[config.mk]
export PLATFORM = sky130hd
export DESIGN_NAME = clipped_disk_span_rasterizer
export DESIGN_NICKNAME = d
export VERILOG_FILES = /design/src/rtl/cdsr_pkg.sv /design/src/rtl/cdsr_front.sv /design/src/rtl/cdsr_queue.sv /design/src/rtl/cdsr_back.sv /design/src/rtl/clipped_disk_span_rasterizer.sv
export SDC_FILE = /design/constraint.sdc
export NUM_CORES = 2
export LEC_CHECK = 0
export BUFFER_PORTS_ARGS = -buffer_cell sky130_fd_sc_hd__buf_2
export CORE_MARGIN = 8
export CORE_UTILIZATION = 51
export CTS_CLUSTER_SIZE = 14
export DETAILED_ROUTE_END_ITERATION = 12
export GPL_ROUTABILITY_DRIVEN = 0
export GPL_TIMING_DRIVEN = 0
export PLACE_DENSITY_LB_ADDON = 0.1
export SKIP_LAST_GASP = 1
export SYNTH_ARGS = -nofsm -noshare
export SYNTH_HDL_FRONTEND = slang
export SYNTH_SLANG_ARGS = --single-unit
[constraint.sdc]
create_clock -name clk -period 17.77 [get_ports clk]
set_input_delay 5.331 -clock clk [delete_from_list [all_inputs] [get_ports clk]]
set_output_delay 5.331 -clock clk [all_outputs]
set_load 0.01 [all_outputs]
[src/rtl/cdsr_pkg.sv]
// shared types and constants for the clipped disk span rasterizer
// no dependencies; used by every module of the block
package cdsr_pkg;

  localparam int COORD_BITS_DEF  = 16;
  localparam int RADIUS_BITS_DEF = 11;
  localparam int CFG_IDX_BITS    = 2;

  // what the back end has to do with a queued item
  typedef enum logic [1:0] {
    CMD_NEXT    = 2'd0,
    CMD_LOAD    = 2'd1,
    CMD_CLIPPED = 2'd2
  } cmd_t;

  typedef enum logic [CFG_IDX_BITS-1:0] {
    REG_CLIP_LEFT   = 2'd0,
    REG_CLIP_TOP    = 2'd1,
    REG_CLIP_WIDTH  = 2'd2,
    REG_CLIP_HEIGHT = 2'd3
  } cfg_reg_t;

  typedef struct packed {
    logic full;
    logic empty;
  } q_status_t;

  // signed width that holds coordinates, radius offsets and their sums
  function automatic int ext_bits(input int cb, input int rb);
    return ((cb > rb) ? cb : rb + 1) + 2;
  endfunction

endpackage

[src/rtl/cdsr_front.sv]
// front end: accepts input beats, clips a new disk against the window
// and queues a command; depends on cdsr_pkg
module cdsr_front
  import cdsr_pkg::*;
#(
  parameter int COORD_BITS  = COORD_BITS_DEF,
  parameter int RADIUS_BITS = RADIUS_BITS_DEF
) (
  input  logic                          in_valid,
  output logic                          in_stall,
  input  logic                          in_new_disk,
  input  logic signed [COORD_BITS-1:0]  in_center_x,
  input  logic signed [COORD_BITS-1:0]  in_center_y,
  input  logic [RADIUS_BITS-1:0]        in_disk_radius,
  input  logic signed [ext_bits(COORD_BITS, RADIUS_BITS)-1:0] win_lo_x,
  input  logic signed [ext_bits(COORD_BITS, RADIUS_BITS)-1:0] win_hi_x,
  input  logic signed [ext_bits(COORD_BITS, RADIUS_BITS)-1:0] win_top,
  input  logic signed [ext_bits(COORD_BITS, RADIUS_BITS)-1:0] win_bot,
  input  q_status_t                     q_stat,
  output logic                          push,
  output logic [$bits(cmd_t)+4*COORD_BITS+RADIUS_BITS-1:0] push_data
);

  localparam int EW = ext_bits(COORD_BITS, RADIUS_BITS);

  logic signed [EW-1:0] r_e, cx_e, cy_e;
  logic signed [EW-1:0] top_e, bot_e, left_e, right_e;
  logic signed [EW-1:0] first_e, last_e, lo_e, hi_e;
  logic                 live;
  cmd_t                 code;

  assign in_stall = q_stat.full;
  assign push     = in_valid && !q_stat.full;

  always_comb begin
    r_e     = EW'($signed({1'b0, in_disk_radius}));
    cx_e    = EW'(in_center_x);
    cy_e    = EW'(in_center_y);
    top_e   = cy_e - r_e;
    bot_e   = cy_e + r_e - EW'(1);
    left_e  = cx_e - r_e;
    right_e = cx_e + r_e - EW'(1);
    first_e = (top_e > win_top) ? top_e : win_top;
    last_e  = (bot_e < win_bot) ? bot_e : win_bot;
    lo_e    = (left_e > win_lo_x) ? left_e : win_lo_x;
    hi_e    = (right_e < win_hi_x) ? right_e : win_hi_x;
    live    = (in_disk_radius != '0) && (first_e <= last_e) && (lo_e <= hi_e);
    if (!in_new_disk) begin
      code = CMD_NEXT;
    end else if (live) begin
      code = CMD_LOAD;
    end else begin
      code = CMD_CLIPPED;
    end
  end

  // first and last rows lie in the coordinate range whenever the disk is live
  assign push_data = {code, in_center_x, in_center_y, in_disk_radius,
                      first_e[COORD_BITS-1:0], last_e[COORD_BITS-1:0]};

endmodule

[src/rtl/cdsr_queue.sv]
// two-entry command queue between the front and back ends
// depends on cdsr_pkg for the status struct
module cdsr_queue
  import cdsr_pkg::*;
#(
  parameter int WIDTH = 8
) (
  input  logic             clk,
  input  logic             rst_n,
  input  logic             push,
  input  logic [WIDTH-1:0] push_data,
  input  logic             pop,
  output logic [WIDTH-1:0] pop_data,
  output q_status_t        q_stat
);

  logic [WIDTH-1:0] entry_r [2];
  logic             wr_ptr_r, wr_ptr_nxt;
  logic             rd_ptr_r, rd_ptr_nxt;
  logic [1:0]       count_r, count_nxt;

  assign q_stat.full  = (count_r == 2'd2);
  assign q_stat.empty = (count_r == 2'd0);
  assign pop_data     = entry_r[rd_ptr_r];

  always_comb begin
    wr_ptr_nxt = push ? !wr_ptr_r : wr_ptr_r;
    rd_ptr_nxt = pop ? !rd_ptr_r : rd_ptr_r;
    count_nxt  = count_r + 2'(push) - 2'(pop);
  end

  always_ff @(posedge clk) begin
    if (!rst_n) begin
      wr_ptr_r <= 1'b0;
      rd_ptr_r <= 1'b0;
      count_r  <= 2'd0;
    end else begin
      wr_ptr_r <= wr_ptr_nxt;
      rd_ptr_r <= rd_ptr_nxt;
      count_r  <= count_nxt;
    end
  end

  always_ff @(posedge clk) begin
    if (push) begin
      entry_r[wr_ptr_r] <= push_data;
    end
  end

endmodule

[src/rtl/cdsr_back.sv]
// back end: holds the disk in progress, runs the row square root and
// drives the registered span output; depends on cdsr_pkg
module cdsr_back
  import cdsr_pkg::*;
#(
  parameter int COORD_BITS  = COORD_BITS_DEF,
  parameter int RADIUS_BITS = RADIUS_BITS_DEF
) (
  input  logic                          clk,
  input  logic                          rst_n,
  input  q_status_t                     q_stat,
  input  logic [$bits(cmd_t)+4*COORD_BITS+RADIUS_BITS-1:0] pop_data,
  output logic                          pop,
  input  logic signed [ext_bits(COORD_BITS, RADIUS_BITS)-1:0] win_lo_x,
  input  logic signed [ext_bits(COORD_BITS, RADIUS_BITS)-1:0] win_hi_x,
  output logic                          out_valid,
  input  logic                          out_stall,
  output logic signed [COORD_BITS-1:0]  out_span_x,
  output logic signed [COORD_BITS-1:0]  out_span_y,
  output logic [RADIUS_BITS:0]          out_span_len,
  output logic                          out_last_row,
  output logic                          out_no_rows
);

  localparam int CB   = COORD_BITS;
  localparam int RB   = RADIUS_BITS;
  localparam int EW   = ext_bits(COORD_BITS, RADIUS_BITS);
  localparam int QW   = $bits(cmd_t) + 4*COORD_BITS + RADIUS_BITS;
  localparam int NI   = ((RADIUS_BITS + 2) / 2) * 2;  // root iterations, even
  localparam int SW   = 2 * NI;
  localparam int RSQW = 2 * RADIUS_BITS;
  localparam int SQW  = 2 * RADIUS_BITS + 2;

  typedef enum logic [4:0] {
    S_IDLE = 5'b00001,
    S_MUL  = 5'b00010,
    S_DIFF = 5'b00100,
    S_ROOT = 5'b01000,
    S_SPAN = 5'b10000
  } state_t;

  state_t state_r, state_nxt;

  logic signed [CB-1:0] held_cx_r, held_cx_nxt;
  logic signed [CB-1:0] held_cy_r, held_cy_nxt;
  logic [RB-1:0]        held_rad_r, held_rad_nxt;
  logic signed [CB-1:0] cur_row_r, cur_row_nxt;
  logic signed [CB-1:0] end_row_r, end_row_nxt;
  logic                 active_r, active_nxt;

  logic [RSQW-1:0]      rsq_r, rsq_nxt;
  logic [SQW-1:0]       dysq_r, dysq_nxt;
  logic [SW-1:0]        n_r, n_nxt;
  logic [SW-1:0]        root_r, root_nxt;
  logic [SW-1:0]        bit_r, bit_nxt;

  logic                 out_valid_r, out_valid_nxt;
  logic signed [CB-1:0] span_x_r, span_x_nxt;
  logic signed [CB-1:0] span_y_r, span_y_nxt;
  logic [RB:0]          span_len_r, span_len_nxt;
  logic                 last_row_r, last_row_nxt;
  logic                 no_rows_r, no_rows_nxt;

  // queue entry fields
  cmd_t                 q_code;
  logic signed [CB-1:0] q_cx, q_cy, q_first, q_last;
  logic [RB-1:0]        q_rad;

  logic                 direct, out_free;

  // row arithmetic
  logic signed [EW-1:0] dy_e, dy_abs;
  logic [RB:0]          dya;
  logic [SW-1:0]        n_a, root_a, bit_a;
  logic [RB:0]          t_v;
  logic [RB-1:0]        k_v;
  logic signed [EW-1:0] k_e, cx_e, lo_raw, hi_raw, lo_e, hi_e, len_e;
  logic                 is_last;

  assign q_code  = cmd_t'(pop_data[QW-1 -: $bits(cmd_t)]);
  assign q_cx    = pop_data[4*CB+RB-1 -: CB];
  assign q_cy    = pop_data[3*CB+RB-1 -: CB];
  assign q_rad   = pop_data[2*CB+RB-1 -: RB];
  assign q_first = pop_data[2*CB-1 -: CB];
  assign q_last  = pop_data[CB-1:0];

  // items that answer with no row go straight to the output register
  assign direct   = (q_code == CMD_CLIPPED) || ((q_code == CMD_NEXT) && !active_r);
  assign out_free = !out_valid_r || !out_stall;
  assign pop      = (state_r == S_IDLE) && !q_stat.empty && (!direct || out_free);

  // two restoring square-root steps per cycle
  always_comb begin
    n_a    = n_r;
    root_a = root_r;
    bit_a  = bit_r;
    for (int i = 0; i < 2; i++) begin
      if (n_a >= root_a + bit_a) begin
        n_a    = n_a - (root_a + bit_a);
        root_a = (root_a >> 1) + bit_a;
      end else begin
        root_a = root_a >> 1;
      end
      bit_a = bit_a >> 2;
    end
  end

  always_comb begin
    dy_e   = ((EW'(cur_row_r) - EW'(held_cy_r)) <<< 1) + EW'(1);
    dy_abs = dy_e[EW-1] ? -dy_e : dy_e;
    dya    = dy_abs[RB:0];

    // largest odd t with t*t <= d, then k = (t-1)/2
    t_v     = root_r[RB:0];
    k_v     = t_v[RB:1] - RB'(!t_v[0]);
    k_e     = EW'($signed({1'b0, k_v}));
    cx_e    = EW'(held_cx_r);
    lo_raw  = cx_e - k_e - EW'(1);
    hi_raw  = cx_e + k_e;
    lo_e    = (lo_raw > win_lo_x) ? lo_raw : win_lo_x;
    hi_e    = (hi_raw < win_hi_x) ? hi_raw : win_hi_x;
    len_e   = hi_e - lo_e + EW'(1);
    is_last = (cur_row_r >= end_row_r);
  end

  always_comb begin
    state_nxt    = state_r;
    held_cx_nxt  = held_cx_r;
    held_cy_nxt  = held_cy_r;
    held_rad_nxt = held_rad_r;
    cur_row_nxt  = cur_row_r;
    end_row_nxt  = end_row_r;
    active_nxt   = active_r;
    rsq_nxt      = rsq_r;
    dysq_nxt     = dysq_r;
    n_nxt        = n_r;
    root_nxt     = root_r;
    bit_nxt      = bit_r;
    out_valid_nxt = out_valid_r && out_stall;
    span_x_nxt   = span_x_r;
    span_y_nxt   = span_y_r;
    span_len_nxt = span_len_r;
    last_row_nxt = last_row_r;
    no_rows_nxt  = no_rows_r;

    unique case (state_r)
      S_IDLE: begin
        if (pop) begin
          if (direct) begin
            active_nxt    = 1'b0;
            out_valid_nxt = 1'b1;
            span_x_nxt    = '0;
            span_y_nxt    = '0;
            span_len_nxt  = '0;
            last_row_nxt  = 1'b0;
            no_rows_nxt   = 1'b1;
          end else begin
            if (q_code == CMD_LOAD) begin
              held_cx_nxt  = q_cx;
              held_cy_nxt  = q_cy;
              held_rad_nxt = q_rad;
              cur_row_nxt  = q_first;
              end_row_nxt  = q_last;
              active_nxt   = 1'b1;
            end
            state_nxt = S_MUL;
          end
        end
      end
      S_MUL: begin
        rsq_nxt   = RSQW'(held_rad_r) * RSQW'(held_rad_r);
        dysq_nxt  = SQW'(dya) * SQW'(dya);
        state_nxt = S_DIFF;
      end
      S_DIFF: begin
        // rows of the disk always leave d = 4r^2 - dy^2 positive
        n_nxt     = SW'({rsq_r, 2'b00}) - SW'(dysq_r);
        root_nxt  = '0;
        bit_nxt   = SW'(1) << (SW - 2);
        state_nxt = S_ROOT;
      end
      S_ROOT: begin
        n_nxt    = n_a;
        root_nxt = root_a;
        bit_nxt  = bit_a;
        if (bit_r[2]) begin
          state_nxt = S_SPAN;
        end
      end
      S_SPAN: begin
        if (out_free) begin
          out_valid_nxt = 1'b1;
          span_y_nxt    = cur_row_r;
          last_row_nxt  = is_last;
          no_rows_nxt   = 1'b0;
          if (len_e > EW'(0)) begin
            span_x_nxt   = lo_e[CB-1:0];
            span_len_nxt = len_e[RB:0];
          end else begin
            span_x_nxt   = '0;
            span_len_nxt = '0;
          end
          if (is_last) begin
            active_nxt = 1'b0;
          end else begin
            cur_row_nxt = cur_row_r + CB'(1);
          end
          state_nxt = S_IDLE;
        end
      end
      default: begin
        state_nxt = S_IDLE;
      end
    endcase
  end

  always_ff @(posedge clk) begin
    if (!rst_n) begin
      state_r     <= S_IDLE;
      active_r    <= 1'b0;
      out_valid_r <= 1'b0;
      held_cx_r   <= '0;
      held_cy_r   <= '0;
      held_rad_r  <= '0;
      cur_row_r   <= '0;
      end_row_r   <= '0;
    end else begin
      state_r     <= state_nxt;
      active_r    <= active_nxt;
      out_valid_r <= out_valid_nxt;
      held_cx_r   <= held_cx_nxt;
      held_cy_r   <= held_cy_nxt;
      held_rad_r  <= held_rad_nxt;
      cur_row_r   <= cur_row_nxt;
      end_row_r   <= end_row_nxt;
    end
  end

  always_ff @(posedge clk) begin
    rsq_r      <= rsq_nxt;
    dysq_r     <= dysq_nxt;
    n_r        <= n_nxt;
    root_r     <= root_nxt;
    bit_r      <= bit_nxt;
    span_x_r   <= span_x_nxt;
    span_y_r   <= span_y_nxt;
    span_len_r <= span_len_nxt;
    last_row_r <= last_row_nxt;
    no_rows_r  <= no_rows_nxt;
  end

  assign out_valid    = out_valid_r;
  assign out_span_x   = span_x_r;
  assign out_span_y   = span_y_r;
  assign out_span_len = span_len_r;
  assign out_last_row = last_row_r;
  assign out_no_rows  = no_rows_r;

endmodule

[src/rtl/clipped_disk_span_rasterizer.sv]
// top level of the clipped disk span rasterizer: clip window registers,
// front end, command queue and back end; depends on cdsr_pkg
//
// Every input beat yields exactly one span beat. A beat with new_disk set
// loads a center and radius and gives the disk's first row inside the clip
// window; a beat with new_disk clear gives the next row. A disk that is
// fully clipped, or a next-row request with no disk in progress, gives a
// beat with no_rows set and all span fields zero. The front end takes an
// input beat in the same cycle whenever its two-entry queue has room, so
// up to two requests can wait while a row is worked on. A beat that answers
// with no_rows goes from the queue straight to the output register. A
// beat that produces a row passes in order through dequeue, the squares,
// the difference, NI square-root steps, NI being RADIUS_BITS+1 rounded up
// to even, in a unit that resolves two root bits per cycle, and the clip
// and load of the output register, which waits under out_stall. The span
// output is registered, so a finished beat may wait under out_stall while
// the next row is already being computed up to that last step.
module clipped_disk_span_rasterizer
  import cdsr_pkg::*;
#(
  parameter int COORD_BITS  = COORD_BITS_DEF,
  parameter int RADIUS_BITS = RADIUS_BITS_DEF
) (
  input  logic                          clk,
  input  logic                          rst_n,
  input  logic                          in_valid,
  output logic                          in_stall,
  input  logic                          in_new_disk,
  input  logic signed [COORD_BITS-1:0]  in_center_x,
  input  logic signed [COORD_BITS-1:0]  in_center_y,
  input  logic [RADIUS_BITS-1:0]        in_disk_radius,
  output logic                          out_valid,
  input  logic                          out_stall,
  output logic signed [COORD_BITS-1:0]  out_span_x,
  output logic signed [COORD_BITS-1:0]  out_span_y,
  output logic [RADIUS_BITS:0]          out_span_len,
  output logic                          out_last_row,
  output logic                          out_no_rows,
  input  logic                          cfg_valid,
  output logic                          cfg_ready,
  input  logic [CFG_IDX_BITS-1:0]       cfg_index,
  input  logic [COORD_BITS-1:0]         cfg_data
);

  localparam int EW = ext_bits(COORD_BITS, RADIUS_BITS);
  localparam int QW = $bits(cmd_t) + 4*COORD_BITS + RADIUS_BITS;
  localparam logic signed [EW-1:0] CMAX_E = EW'((1 << (COORD_BITS - 1)) - 1);

  logic signed [COORD_BITS-1:0] clip_left_r, clip_top_r;
  logic [COORD_BITS-2:0]        clip_width_r, clip_height_r;

  logic signed [EW-1:0] win_lo_x, win_hi_x, win_top, win_bot, hi_raw, bot_raw;

  logic          push, pop;
  logic [QW-1:0] push_data, pop_data;
  q_status_t     q_stat;

  assign cfg_ready = 1'b1;

  always_ff @(posedge clk) begin
    if (!rst_n) begin
      clip_left_r   <= '0;
      clip_top_r    <= '0;
      clip_width_r  <= '0;
      clip_height_r <= '0;
    end else if (cfg_valid) begin
      unique case (cfg_reg_t'(cfg_index))
        REG_CLIP_LEFT:   clip_left_r   <= cfg_data;
        REG_CLIP_TOP:    clip_top_r    <= cfg_data;
        REG_CLIP_WIDTH:  clip_width_r  <= cfg_data[COORD_BITS-2:0];
        REG_CLIP_HEIGHT: clip_height_r <= cfg_data[COORD_BITS-2:0];
        default: ;
      endcase
    end
  end

  // window edges; the right and bottom edges are capped at the signed coordinate maximum
  always_comb begin
    hi_raw   = EW'(clip_left_r) + EW'($signed({1'b0, clip_width_r})) - EW'(1);
    bot_raw  = EW'(clip_top_r) + EW'($signed({1'b0, clip_height_r})) - EW'(1);
    win_lo_x = EW'(clip_left_r);
    win_top  = EW'(clip_top_r);
    win_hi_x = (hi_raw > CMAX_E) ? CMAX_E : hi_raw;
    win_bot  = (bot_raw > CMAX_E) ? CMAX_E : bot_raw;
  end

  cdsr_front #(
    .COORD_BITS  (COORD_BITS),
    .RADIUS_BITS (RADIUS_BITS)
  ) u_front (
    .in_valid       (in_valid),
    .in_stall       (in_stall),
    .in_new_disk    (in_new_disk),
    .in_center_x    (in_center_x),
    .in_center_y    (in_center_y),
    .in_disk_radius (in_disk_radius),
    .win_lo_x       (win_lo_x),
    .win_hi_x       (win_hi_x),
    .win_top        (win_top),
    .win_bot        (win_bot),
    .q_stat         (q_stat),
    .push           (push),
    .push_data      (push_data)
  );

  cdsr_queue #(
    .WIDTH (QW)
  ) u_queue (
    .clk       (clk),
    .rst_n     (rst_n),
    .push      (push),
    .push_data (push_data),
    .pop       (pop),
    .pop_data  (pop_data),
    .q_stat    (q_stat)
  );

  cdsr_back #(
    .COORD_BITS  (COORD_BITS),
    .RADIUS_BITS (RADIUS_BITS)
  ) u_back (
    .clk          (clk),
    .rst_n        (rst_n),
    .q_stat       (q_stat),
    .pop_data     (pop_data),
    .pop          (pop),
    .win_lo_x     (win_lo_x),
    .win_hi_x     (win_hi_x),
    .out_valid    (out_valid),
    .out_stall    (out_stall),
    .out_span_x   (out_span_x),
    .out_span_y   (out_span_y),
    .out_span_len (out_span_len),
    .out_last_row (out_last_row),
    .out_no_rows  (out_no_rows)
  );

endmodule

==> flow_summary.json <==
{
  "die_area_sq_um": 95730,
  "startpoint_type": "primary input",
  "achievable-frequency_mhz": 73.50,
  "fp-row-count": 107,
  "fill_cells": 7950,
  "ys_warn_count": 0,
  "cts_tree": "done",
  "seq_area_frac_synth": 0.2704,
  "synth_cell_types": 103,
  "rr_endpoint": "u_back.root_r[17]$_SDFFCE_PN0N_",
  "outcome": "finished, violations left",
  "drive_gt1_frac": 0.07088,
  "first_global_vias": 35550,
  "kind_of_critical_path": "primary input to flop",
  "port_buffers": 113,
  "hold_class": "flop to flop",
  "finish.cell_count_without_fillers": 6270,
  "number_of_maximum_capacitance_constraint_violations": 1,
  "syn_inst": 4901,
  "postCtsHoldBufs": 0,
  "fp.coreArea_sq_um": 85280,
  "cts.sink_count": 445,
  "synth-async-reset-ratio": 0,
  "cpPeakStageDelay_ns": 0.63,
  "failing_checks": "max-capacitance violations, max-slew violations",
  "min_from": "clip_width_r[0]$_SDFFE_PN0P_",
  "cts-root-buf": "sky130_fd_sc_hd__clkbuf_16",
  "area_growth_from_synthesis_to_final_layout_pct": 9.059,
  "chipWidth_microns": 309.4,
  "antenna_found_initial": 10,
  "syn-mean-instance-area_sq_um": 8.959,
  "clock_skew_ns": 0.03027,
  "mappedNetlistNets": 5663,
  "largest_net_degree_at_the_start_of_global_routing": 50,
  "post_cts_resize_count": 0,
  "worst_case_reg_to_reg_path_depth": 38,
  "max_slew_margin": -0.009473,
  "drc_errors": 0,
  "avgViaCountPerCell": 5.768,
  "worst_ep_arrival_time_ns": 13.95,
  "ff2ff_setup_slack_ns": 6.26,
  "rsz0062_at_grt": "no",
  "synth.cell_area_sq_um": 43910,
  "timing.final.hold_violations": 0,
  "worst-path-max-fanout": 10,
  "critical_path_required_ns": 18.11,
  "drt_pre_antenna_iters": 6,
  "timing.final.crit_share": 0.7656,
  "synthFlopType": "sky130_fd_sc_hd__edfxtp_1",
  "synth-seq-cells": 445,
  "half_perimeter_wire_length_after_detailed_placement_microns": 101900,
  "measured_slew_at_the_worst_slew_check_pin_ns": 1.503,
  "io_pins": 116,
  "design.final.nets": 5840,
  "clkSlewWorstSetupHoldPaths_ns": 0.06,
  "die_height_microns": 309.4,
  "hold_path_sink": "clip_width_r[0]$_SDFFE_PN0P_",
  "final.setup.tns_ns": 0,
  "synth_enable_flop_cells": 296,
  "finalWorstPathRequiredPeriod_ns": 13.60,
  "floorplan.initialDensity": 0.5148,
  "worst_flop_to_flop_path_startpoint": "u_back.bit_r[6]$_SDFFCE_PN0N_",
  "drv_slew": 11,
  "global_route.overflow_total": 0,
  "cts_htree_levels": 2,
  "timing.critical_path.slowest_stage_cell": "sky130_fd_sc_hd__o41ai_1",
  "globalRouteTotalUtil": 0.2601,
  "wire_per_inst_microns": 20.26,
  "grt_pass1_wl_microns": 197800,
  "hold_path_depth": 2,
  "cts-buffers-inserted": 53,
  "finalWirelength_microns": 127000,
  "drt_first_iter_violations": 2710,
  "dp_cells": 6167,
  "drtAntennaViolNets": 0,
  "routed-via-count": 36170,
  "clock_tree.buffer_depth": 3,
  "report.final.setup_viol": 0,
  "crit_path_end_kind": "flop",
  "number_of_setup_buffers_added_after_cts": 0,
  "worstSkewPairLatency_ns": 0.65
}
==> through the flow <==
stage / hold slack, ns / util / area [sq um] / setup slack [ns]
finish: 0.4612 / 0.5615 / 47880 / 4.165
global route: 0.4886 / 0.5614 / 47880 / 3.611
global placement: 0.4536 / 0.5383 / 45900 / 3.810
CTS: 0.4666 / 0.5613 / 47870 / 4.341
floorplan: 0.4435 / - / 43910 / 5.418
detailed placement: 0.4583 / 0.5406 / 46100 / 3.760
==> sequential cells by signal, indices dropped and copies added, names as in the netlist, 21 cells and up, named ones only <==
register	cells
u_back.dysq_r	21
u_back.n_r	24
u_back.root_r	24
u_back.rsq_r	21
u_queue.entry_r	154
==> area by class of cell <==
cell class                 count  area, sq um  area share
antenna                        5        12.51   0.0002613
buffer                       174        705.7     0.01474
clock buffer                  67         1419     0.02963
clock inverter                31        347.8    0.007264
inverter                     538         2019     0.04217
multi-input combinational   3744        29350      0.6129
sequential                   445        11870      0.2479
tap                         1144         1431     0.02989
timing repair buffer         122        726.9     0.01518
==> placed cells by master (no fill, tap or decap), drive strengths merged, types with 82 or more instances in the layout <==
cell type,Yosys,final
edfxtp,296,296
nand3,95,95
nand2,480,480
a21o,83,83
inv,535,541
nor3,87,87
buf,29,151
xnor2,204,204
and2,82,82
dfxtp,149,149
xor2,123,123
a21oi,234,234
clkbuf,145,212
o21ai,201,201
a21boi,85,85
mux2i,142,142
fa,153,153
ha,542,542
nor2,324,324
==> Yosys cell counts, types with 10 or more instances <==
master                      number  area [sq um]
sky130_fd_sc_hd__a21oi_1       214          1071
sky130_fd_sc_hd__a21o_1         83         623.1
sky130_fd_sc_hd__a21oi_2        20         175.2
sky130_fd_sc_hd__nand2b_1       38         237.7
sky130_fd_sc_hd__and2_1         82         513.0
sky130_fd_sc_hd__or3_1          38         237.7
sky130_fd_sc_hd__mux2i_1       141          1411
sky130_fd_sc_hd__nand2_1       479          1798
sky130_fd_sc_hd__o211ai_1       32         240.2
sky130_fd_sc_hd__nor2b_1        62         387.9
sky130_fd_sc_hd__buf_2          14         70.07
sky130_fd_sc_hd__mux2_2         45         506.7
sky130_fd_sc_hd__a31o_2         10         87.58
sky130_fd_sc_hd__inv_1         535          2008
sky130_fd_sc_hd__xnor2_1       204          1787
sky130_fd_sc_hd__a211oi_1       41         307.8
sky130_fd_sc_hd__fa_1          153          3063
sky130_fd_sc_hd__edfxtp_1      296          8889
sky130_fd_sc_hd__nor3_1         87         435.4
sky130_fd_sc_hd__and4_1         17         148.9
sky130_fd_sc_hd__dfxtp_1       149          2983
sky130_fd_sc_hd__o21ai_0       191         955.9
sky130_fd_sc_hd__ha_1          542          6782
sky130_fd_sc_hd__o211a_1        67         670.6
sky130_fd_sc_hd__a31oi_1        34         212.7
sky130_fd_sc_hd__o21a_1         52         390.4
sky130_fd_sc_hd__o21bai_1       25         187.7
sky130_fd_sc_hd__nand3_1        95         475.5
sky130_fd_sc_hd__o22ai_1        18         112.6
sky130_fd_sc_hd__nor2_1        323          1212
sky130_fd_sc_hd__mux2_1         14         157.7
sky130_fd_sc_hd__clkbuf_1      144         540.5
sky130_fd_sc_hd__a41oi_1        17         148.9
sky130_fd_sc_hd__o2111ai_1      14         122.6
sky130_fd_sc_hd__xor2_1        123          1077
sky130_fd_sc_hd__a21boi_0       85         638.1
sky130_fd_sc_hd__nor3b_1        30         225.2
sky130_fd_sc_hd__o31ai_1        18         135.1
sky130_fd_sc_hd__a211o_1        15         131.4
sky130_fd_sc_hd__or2_2          25         156.4
sky130_fd_sc_hd__nor4_1         23         143.9
sky130_fd_sc_hd__nand4_1        60         375.4
sky130_fd_sc_hd__and3_1         54         337.8
==> how the worst max path moves through the flow <==
stage | slack, ns | end | startpoint | depth (start not counted)
after floorplan | 5.42 | u_queue.entry_r[0][76]$_DFFE_PP_ | in_center_x[0] | 31
after detailed placement | 3.76 | u_queue.entry_r[1][75]$_DFFE_PP_ | in_disk_radius[1] | 32
after CTS | 4.34 | u_queue.entry_r[0][75]$_DFFE_PP_ | in_disk_radius[1] | 31
after global placement | 3.81 | u_queue.entry_r[0][75]$_DFFE_PP_ | in_disk_radius[1] | 32
final | 4.17 | u_queue.entry_r[1][75]$_DFFE_PP_ | in_disk_radius[1] | 31
after global routing | 3.61 | u_queue.entry_r[0][75]$_DFFE_PP_ | in_disk_radius[1] | 32
==> per-layer routing <==
metal  global-route usage  wire (microns)  vias up
li1                     -               -    17690
met1               0.3484           56480    17200
met2               0.4347           59010     1029
met3              0.03449            7432      235
met4              0.08381            4090        6
met5                    0              37        -
==> worst max-delay path: cells and delay by family <==
kind,cells,cell delay (ns)
AO/OA/AOI/OAI,13,4.09
adder cells (fa/ha/maj),3,1.00
buffers and inverters,3,0.79
multiplexers,1,0.22
AND/OR/NAND/NOR,11,2.51
==> cells by family (layout without fill, tap and decap cells) <==
group / after synthesis / in the layout / share of synthesized area
adders and majority gates: 695 / 695 / 0.2242
muxes: 201 / 201 / 0.04759
xor gates and xnor gates: 327 / 327 / 0.06523
and+or+nand+nor: 1453 / 1453 / 0.1603
other: 1 / 6 / 0.00008541
AOI/OAI and AO/OA: 1067 / 1067 / 0.1701
buffers and inverters: 712 / 932 / 0.06207
DFF: 445 / 445 / 0.2704
Power is left out: the tool's default activity adds up to more than one toggle a clock period on the data nets, which glitch-free logic cannot reach.
